### src/sv/lbg_pkg.sv
// Shared types and constants for the LED bar graph level driver.
package lbg_pkg;

   localparam int DUTY_LOG2 = 3;

   localparam logic [15:0] BLINK_PERIOD_RESET = 16'd8192;
   localparam logic [15:0] DUTY_MASK          = 16'((1 << DUTY_LOG2) - 1);

   localparam logic        ACTION_TICK = 1'b0;
   localparam logic        ACTION_SET  = 1'b1;

   localparam logic [4:0]  LEVEL_MAX   = 5'd21;
   localparam logic [4:0]  LEVEL_SPAN  = 5'd10;

   typedef struct packed {
      logic               action;
      logic signed [15:0] temperature;
   } req_type;

   typedef struct packed {
      logic [9:0] led_pattern;
      logic       low_bank_on;
      logic       high_bank_on;
   } rsp_type;

   typedef struct packed {
      logic [4:0] level;
      logic       blink_phase;
      logic       show;
   } bar_ctrl_type;

endpackage

### src/sv/lbg_level_map.sv
// Rounds a reading in sixteenths of a degree and maps it to a bar level.
module lbg_level_map
   import lbg_pkg::*;
(
   input  logic signed [15:0] temperature,
   output logic [4:0]         level
);

   logic signed [16:0] biased;
   logic signed [12:0] rounded;

   // Round to nearest: add half a unit, then floor divide by 16.
   assign biased  = 17'(temperature) + 17'sd8;
   assign rounded = 13'(biased >>> 4);

   always_comb begin
      if (rounded <= 13'sd10) begin
         level = 5'd0;
      end else if (rounded > 13'sd30) begin
         level = LEVEL_MAX;
      end else begin
         level = 5'(rounded - 13'sd10);
      end
   end

endmodule

### src/sv/lbg_bar_encode.sv
// Turns a level and the blink phase into the bar pattern and bank selects.
module lbg_bar_encode
   import lbg_pkg::*;
(
   input  bar_ctrl_type ctrl,
   output rsp_type      rsp
);

   logic [4:0] count;

   always_comb begin
      rsp   = '0;
      count = '0;
      if (ctrl.show) begin
         if (ctrl.level == 5'd0) begin
            rsp.led_pattern = {9'd0, ctrl.blink_phase};
            rsp.low_bank_on = 1'b1;
         end else if (ctrl.level <= LEVEL_SPAN) begin
            rsp.led_pattern = 10'((11'd1 << ctrl.level) - 11'd1);
            rsp.low_bank_on = 1'b1;
         end else if (ctrl.level < LEVEL_MAX) begin
            count            = ctrl.level - LEVEL_SPAN;
            rsp.led_pattern  = 10'((11'd1 << count) - 11'd1);
            rsp.high_bank_on = 1'b1;
         end else begin
            // Top of range: nine solid, top LED blinks.
            rsp.led_pattern  = {ctrl.blink_phase, 9'h1FF};
            rsp.high_bank_on = 1'b1;
         end
      end
   end

endmodule

### src/sv/led_bar_graph_level_driver_top.sv
// Top level of the LED bar graph level driver: state, handshakes, result register.
//
// Usage:
//   req channel (req_valid/req_ready/req_data) carries one item per transfer.
//   action = set stores a new level from the temperature reading and gives
//   no result. action = tick advances the blink divider and gives exactly
//   one result on the rsp channel (rsp_valid/rsp_ready/rsp_data).
//   csr channel writes blink_half_period; csr_ready is always high. Write it
//   only while no tick result is pending.
// Latency and throughput:
//   A tick's result is registered and valid in the cycle after its transfer. One
//   item is taken every cycle while no result waits on a low rsp_ready; all work
//   happens in one pass between the request handshake and the result register.
// Reset:
//   Synchronous, active high. Level, divider and blink phase clear, the
//   period returns to 8192 and no result is pending.
// Stall:
//   While a result waits and rsp_ready is low, req_ready drops and the
//   result holds. When rsp_ready is high a new item is taken in the same
//   cycle the waiting result transfers.
module led_bar_graph_level_driver_top
   import lbg_pkg::*;
(
   input  logic        clock,
   input  logic        reset,
   input  logic        req_valid,
   output logic        req_ready,
   input  req_type     req_data,
   output logic        rsp_valid,
   input  logic        rsp_ready,
   output rsp_type     rsp_data,
   input  logic        csr_valid,
   output logic        csr_ready,
   input  logic [15:0] csr_data
);

   logic [15:0]  period_ff, period_in;
   logic [4:0]   level_ff, level_in;
   logic [15:0]  divider_ff, divider_in;
   logic         blink_ff, blink_in;
   logic         rsp_valid_ff, rsp_valid_in;
   rsp_type      rsp_data_ff, rsp_data_in;

   logic         accept;
   logic         tick_accept;
   logic         set_accept;
   logic [16:0]  divider_inc;
   logic [4:0]   mapped_level;
   bar_ctrl_type bar_ctrl;
   rsp_type      bar_rsp;

   assign req_ready   = !rsp_valid_ff || rsp_ready;
   assign csr_ready   = 1'b1;
   assign accept      = req_valid && req_ready;
   assign tick_accept = accept && (req_data.action == ACTION_TICK);
   assign set_accept  = accept && (req_data.action == ACTION_SET);

   lbg_level_map u_level_map (
      .temperature (req_data.temperature),
      .level       (mapped_level)
   );

   assign divider_inc = {1'b0, divider_ff} + 17'd1;

   always_comb begin
      period_in  = period_ff;
      level_in   = level_ff;
      divider_in = divider_ff;
      blink_in   = blink_ff;
      if (csr_valid && csr_ready) begin
         period_in = csr_data;
      end
      if (set_accept) begin
         level_in = mapped_level;
      end
      if (tick_accept) begin
         // Wrap and toggle once the period is reached.
         if (divider_inc >= {1'b0, period_ff}) begin
            divider_in = '0;
            blink_in   = !blink_ff;
         end else begin
            divider_in = divider_inc[15:0];
         end
      end
   end

   assign bar_ctrl.level       = level_ff;
   assign bar_ctrl.blink_phase = blink_in;
   assign bar_ctrl.show        = (divider_in & DUTY_MASK) == 16'd0;

   lbg_bar_encode u_bar_encode (
      .ctrl (bar_ctrl),
      .rsp  (bar_rsp)
   );

   always_comb begin
      rsp_valid_in = rsp_valid_ff && !rsp_ready;
      rsp_data_in  = rsp_data_ff;
      if (tick_accept) begin
         rsp_valid_in = 1'b1;
         rsp_data_in  = bar_rsp;
      end
   end

   always_ff @(posedge clock) begin
      if (reset) begin
         period_ff    <= BLINK_PERIOD_RESET;
         level_ff     <= '0;
         divider_ff   <= '0;
         blink_ff     <= 1'b0;
         rsp_valid_ff <= 1'b0;
      end else begin
         period_ff    <= period_in;
         level_ff     <= level_in;
         divider_ff   <= divider_in;
         blink_ff     <= blink_in;
         rsp_valid_ff <= rsp_valid_in;
      end
   end

   always_ff @(posedge clock) begin
      rsp_data_ff <= rsp_data_in;
   end

   assign rsp_valid = rsp_valid_ff;
   assign rsp_data  = rsp_data_ff;

   a_tick_gives_result: assert property (@(posedge clock) disable iff (reset)
      tick_accept |=> rsp_valid_ff)
      else $error("tick transfer did not produce a result");

   a_set_gives_none: assert property (@(posedge clock) disable iff (reset)
      set_accept |=> (rsp_valid_ff == $past(rsp_valid_ff && !rsp_ready)))
      else $error("set transfer changed result occupancy");

   a_divider_bound: assert property (@(posedge clock) disable iff (reset)
      tick_accept |=> (divider_ff == 16'd0 || divider_ff < $past(period_ff)))
      else $error("divider left at or above the blink period");

   a_level_range: assert property (@(posedge clock) disable iff (reset)
      level_ff <= LEVEL_MAX)
      else $error("level out of range");

   a_one_bank: assert property (@(posedge clock) disable iff (reset)
      rsp_valid_ff |-> !(rsp_data_ff.low_bank_on && rsp_data_ff.high_bank_on))
      else $error("both banks enabled");

   a_blink_on_tick: assert property (@(posedge clock) disable iff (reset)
      !tick_accept |=> $stable(blink_ff))
      else $error("blink phase changed without a tick");

endmodule

### config.mk
export PLATFORM = sky130hd
export DESIGN_NAME = led_bar_graph_level_driver_top
export DESIGN_NICKNAME = d
export VERILOG_FILES = /design/src/sv/lbg_pkg.sv /design/src/sv/lbg_level_map.sv /design/src/sv/lbg_bar_encode.sv /design/src/sv/led_bar_graph_level_driver_top.sv
export SDC_FILE = /design/constraint.sdc
export NUM_CORES = 1
export LEC_CHECK = 0
export BUFFER_PORTS_ARGS = -buffer_cell sky130_fd_sc_hd__buf_4
export CORE_UTILIZATION = 50
export DETAILED_ROUTE_END_ITERATION = 6
export MAX_ROUTING_LAYER = met4
export PLACE_DENSITY = 0.71
export SLEW_MARGIN = 25
export SYNTH_ARGS = -nofsm -noshare
export SYNTH_HDL_FRONTEND = slang
export SYNTH_SLANG_ARGS = --single-unit
### constraint.sdc
create_clock -name clock -period 6 [get_ports clock]
set_input_delay 0.6 -clock clock [delete_from_list [all_inputs] [get_ports clock]]
set_output_delay 0.6 -clock clock [all_outputs]
set_load 0.02 [all_outputs]
* After elaboration in Yosys (flattened, before gate mapping) *
Cells that the tools add are included.

operators by class
  bitwise gates (word level) = 2
  shifts and indexed selects = 2
  $add $sub $neg = 6
  magnitude comparators = 5
  muxes and demuxes = 12
  reduce and logical (&&, ||, !) cells = 11

operator list
  operator                                                         count
  two-way mux 10 bit                                               2
  left shift 1 x 5 -> 10 bit, first input constant                 2
  subtractor 10 x 1 -> 10 bit, second input constant               2
  adder 16 x 1 -> 17 bit, second input constant                    1
  adder 16 x 5 -> 17 bit, second input constant                    1
  >= comparator 17 x 16 -> 1 bit                                   1
  zero test 16 bit                                                 1
  two-way mux 16 bit                                               1
  > comparator 13 x 6 -> 1 bit, second input constant              1
  less-or-equal comparator 13 x 5 -> 1 bit, second input constant  1
  two-way mux 5 bit                                                2
  less-or-equal comparator 5 x 4 -> 1 bit, second input constant   1
  zero test 5 bit                                                  1
  < comparator 5 bit, second input constant                        1
  two-way mux 1 bit                                                5
  subtractor 5 x 4 -> 5 bit, second input constant                 1
  subtractor 5 bit, second input constant                          1
  logical AND 1 bit                                                4
  zero test 1 bit                                                  3
  two-way mux 3 bit                                                1
  two-way mux 2 bit                                                1
  inverter 1 bit                                                   2
  OR reduction 2 bit                                               1
  logical OR 1 bit                                                 1

word-level totals
  logic and storage cells = 48
  flip-flop bits (word level) = 51
  input port bits = 38
  output and inout bits = 15

* Longest topological paths before layout *
  word-level depth = 8
  mapped depth = 15
  mapped depth without buffers = 15

* Modules after synthesis *
From an unflattened synthesis, not the netlist that was laid out.

second synthesis, totals
  cells, all modules = 438
  area total of the unflattened synthesis = 3773.6 µm²

by module, submodules not included
  module                          instances  sequential area each (µm²)  cells an instance  area an instance (µm²)
  led_bar_graph_level_driver_top  1          1141.1                      275                2620.0
  lbg_bar_encode                  1          0.0                         109                726.9
  lbg_level_map                   1          0.0                         54                 426.7

* Worst setup path before layout *
Ideal clock, no wire load.

  path kind = register to register
  from = register divider_ff[0]
  to = register rsp_data_ff, in the netlist rsp_data[10], data pin
  path buffers = 0
  arrival time = 3447 ps
  setup slack = 2298 ps
  data required time = 5745 ps
  cell stages (with the launch flop) = 16
  path through = dfxtp_1 -> ha_1 -> nand3_2 -> nor3_4 -> and3_1 -> nand3_1 -> nor2_1 -> xor2_1 -> ha_1 -> a211oi_1 -> o211ai_1 -> o211ai_1 -> a31oi_1 -> o41ai_4 -> nand2b_1 -> and3b_1

between the ends
  longest elaborated chain between the ends = 7

RTL lines
  what                                   line                                   text
  start: declaration                     led_bar_graph_level_driver_top.sv:39   logic [15:0] divider_ff, divider_in;
  start signal: assignment               led_bar_graph_level_driver_top.sv:115  divider_ff <= divider_in;
  adder 16 x 1 -> 17 bit                 led_bar_graph_level_driver_top.sv:63   assign divider_inc = {1'b0, divider_ff} + 17'd1;
  >= comparator 17 x 16 -> 1 bit         led_bar_graph_level_driver_top.sv:78   if (divider_inc >= {1'b0, period_ff}) begin
  two-way mux 16 bit                     led_bar_graph_level_driver_top.sv:78
  two-way mux 3 bit *                    led_bar_graph_level_driver_top.sv:76   if (tick_accept) begin
  zero test 16 bit *                     led_bar_graph_level_driver_top.sv:89   assign bar_ctrl.show = (divider_in & DUTY_MASK) == 16'd0;
  inverter 1 bit (no source line) *      -
  OR reduction 2 bit (no source line) *  -
  end signal: assignment                 led_bar_graph_level_driver_top.sv:122  rsp_data_ff <= rsp_data_in;
  end: declaration                       led_bar_graph_level_driver_top.sv:42   rsp_type rsp_data_ff, rsp_data_in;

Every way passes the cells marked *; elsewhere a longest branch is shown, timed or not.
A chain may end at the register's enable or synchronous reset.

* Final worst setup path *
  from = register divider_ff[0]
  to = register rsp_data_ff, in the netlist rsp_data[8], data pin

Same word-level chain as after synthesis.

==> metrics.yaml <==
grt_pass1_vias: 2976
yosys-top-cells-count: "62 x nor2_1, 39 x dfxtp_1, 39 x nand2_1, 28 x inv_1"
dp_slack_ns: 1.66
power.total_uw: 722
yosysTopAreaCell: "dfxtp_1"
syn_inst: 451
antenna_found_initial: 0
core_area_um2: 7210
ys_warn_count: 0
finalSetupTns_ns: 0
clk_latency_ns: 0.31
nFillCells: 716
ys_seq_area_frac: 0.308
crit_required_ns: 6.06
drcViolationCount: 0
worst_pin_slew_ns: 0.707
p_per_area_nw_per_um2: 173
ys_async_sr_fraction: 0
rsz0062_at_grt: "false"
outcome: "completed"
htree_levels: 2
cts_resized: 0
synthFlopType: "dfxtp_1"
port_buffers: 48
hold_viol_final: 0
track_usage: 0.216
path_clk_slew_ns: 0.10
place_area_um2: 4070
drt-initial-drc-count: 160
die_y_um: 88.1
critPathKind: "reg -> reg"
synth.distinct_cells: 60
synth.avg_cell_area_um2: 8.21
post-cts-setup-buffers: 0
grt_pass1_wl_mm: 13.1
grt_start_max_net_pins: 28
period_minus_slack_ns: 4.41
setup_viol: 0
clockBufferDepth: 2
die_x_um: 88.1
via_count: 3202
syn_nets: 515
drive_gt1_frac: 0.152
synth_top_area_share: 0.211
ant_nets: 0
holdCritPathClass: "reg -> reg"
endpoint_kind: "flop"
ir_worst_vdd_mv: 0.106
drt-total-wl_mm: 7.59
syn2layout_area_growth_pct: 12.4
p_leak_nw: 1.73
synth_edf_count: 12
multi_input_area_um2: 2340
numCtsBuffers: 5
critPathArrivalTime_ns: 4.47
setup_ws_ns: 1.59
diodes: 0
cts_tree: "done"
final_area_um2: 4160
cts-root-buf: "clkbuf_8"
clock_sinks: 51
layout_worst_path_cycle_share: 0.734
ys_seq_elements: 51
seqCellArea_um2: 1140
slew_headroom: 0.524
maxCapViolCount: 0
place_congestion: 0.879
num_io_pins: 53
slew_violations: 0
synth_top_cells_by_area: "dfxtp_1 21%, edfxtp_1 9.7%, ha_1 8.8%"
fmax_mhz: 227
rows: 31
startpoint_type: "flop"
vias_per_cell: 5.45
initial_core_util: 0.513
cp_max_fo: 8
synth_most_common_cell: "nor2_1"
final_nets: 551
overflow: 0
finalClockSkew_ns: 0.0117
drtPass1Iterations: 4
netlist_area_um2: 3700
whs_ns: 0.496
cts_hold_buf: 0
wl_per_cell_um: 12.9
dpl.hpwl_mm: 5.74
die_area_um2: 7750
## power by group
group          internal (mW)  switching (mW)
logic                 0.0624          0.0807
clock network         0.0868           0.117
registers              0.365          0.0100
## stage by stage
| stage | std cells | util |
|---|---|---|
| detailed placement | 579 | 0.565 |
| floorplan | 451 | - |
| CTS | 587 | 0.577 |
| global route | 587 | 0.577 |
| global placement | 579 | 0.565 |
| finish | 587 | 0.577 |
## critical path, stage by stage (launching register included)
cell	delay, ns
dfxtp_1	0.50
ha_1	0.28
nand3_2	0.17
nor3_4	0.27
and3_1	0.25
nand3_1	0.17
nor2_1	0.16
xor2_1	0.17
ha_1	0.27
a211oi_1	0.31
o211ai_1	0.16
o211ai_1	0.19
a31oi_1	0.21
o41ai_4	0.50
nand2b_1	0.34
and3b_1	0.21
## cell type report
class                           instances  area share
Timing Repair Buffer                   48      0.0866
Clock inverter                          2     0.00271
Inverter                               29      0.0262
Sequential cell                        51       0.274
Tap cell                               99      0.0298
Clock buffer                            6      0.0183
Multi-Input combinational cell        352       0.562
## state kept, by name (all words and copies together), names as in the netlist
name        cells
blink_ff        1
divider_ff     16
level_ff        5
period_ff      16
rsp_data       12
rsp_valid       1
## cell families after synthesis
logic type	count (synthesis)	synth area share
AOI/OAI and AO/OA	85	0.161
xor gates and xnor gates	36	0.0852
adders and majority gates	26	0.0879
buffers and inverters	48	0.0602
DFF	51	0.308
muxes	17	0.0463
other	1	0.00101
and+or+nand+nor	187	0.250
## metal layers
metal / GRT usage / part of all wire / up-vias
met5: - / 0 / -
met4: 0.0630 / 0.012 / 0
met3: 0.0226 / 0.038 / 10
met2: 0.343 / 0.45 / 76
met1: 0.290 / 0.50 / 1450
li1: - / - / 1666
## final timing paths
check / startpoint / to / slack (ns) / cells past startpoint
setup / recovery: divider_ff[0] / rsp_data[8] / 1.59 / 15
hold / removal: period_ff[13] / period_ff[13] / 0.50 / 2
setup reg to reg: divider_ff[0] / rsp_data[8] / 1.59 / 15
hold reg to reg: period_ff[13] / period_ff[13] / 0.50 / 2
## placed cells by master (no fill, tap or decap), drive strengths merged, types with 3 or more instances in the layout
| cell | n |
|---|---|
| a211oi | 5 |
| a21oi | 19 |
| a221oi | 4 |
| a22o | 4 |
| a31oi | 8 |
| and3 | 4 |
| buf | 48 |
| clkbuf | 6 |
| dfxtp | 39 |
| edfxtp | 12 |
| ha | 26 |
| inv | 29 |
| mux2i | 16 |
| nand2 | 39 |
| nand2b | 6 |
| nand3 | 29 |
| nand4 | 4 |
| nor2 | 64 |
| nor2b | 4 |
| nor3 | 14 |
| o211ai | 7 |
| o21ai | 20 |
| o31ai | 4 |
| or2 | 4 |
| or3 | 4 |
| or4 | 3 |
| xnor2 | 20 |
| xor2 | 16 |
No activity file was read; power rests on OpenSTA's default activity.
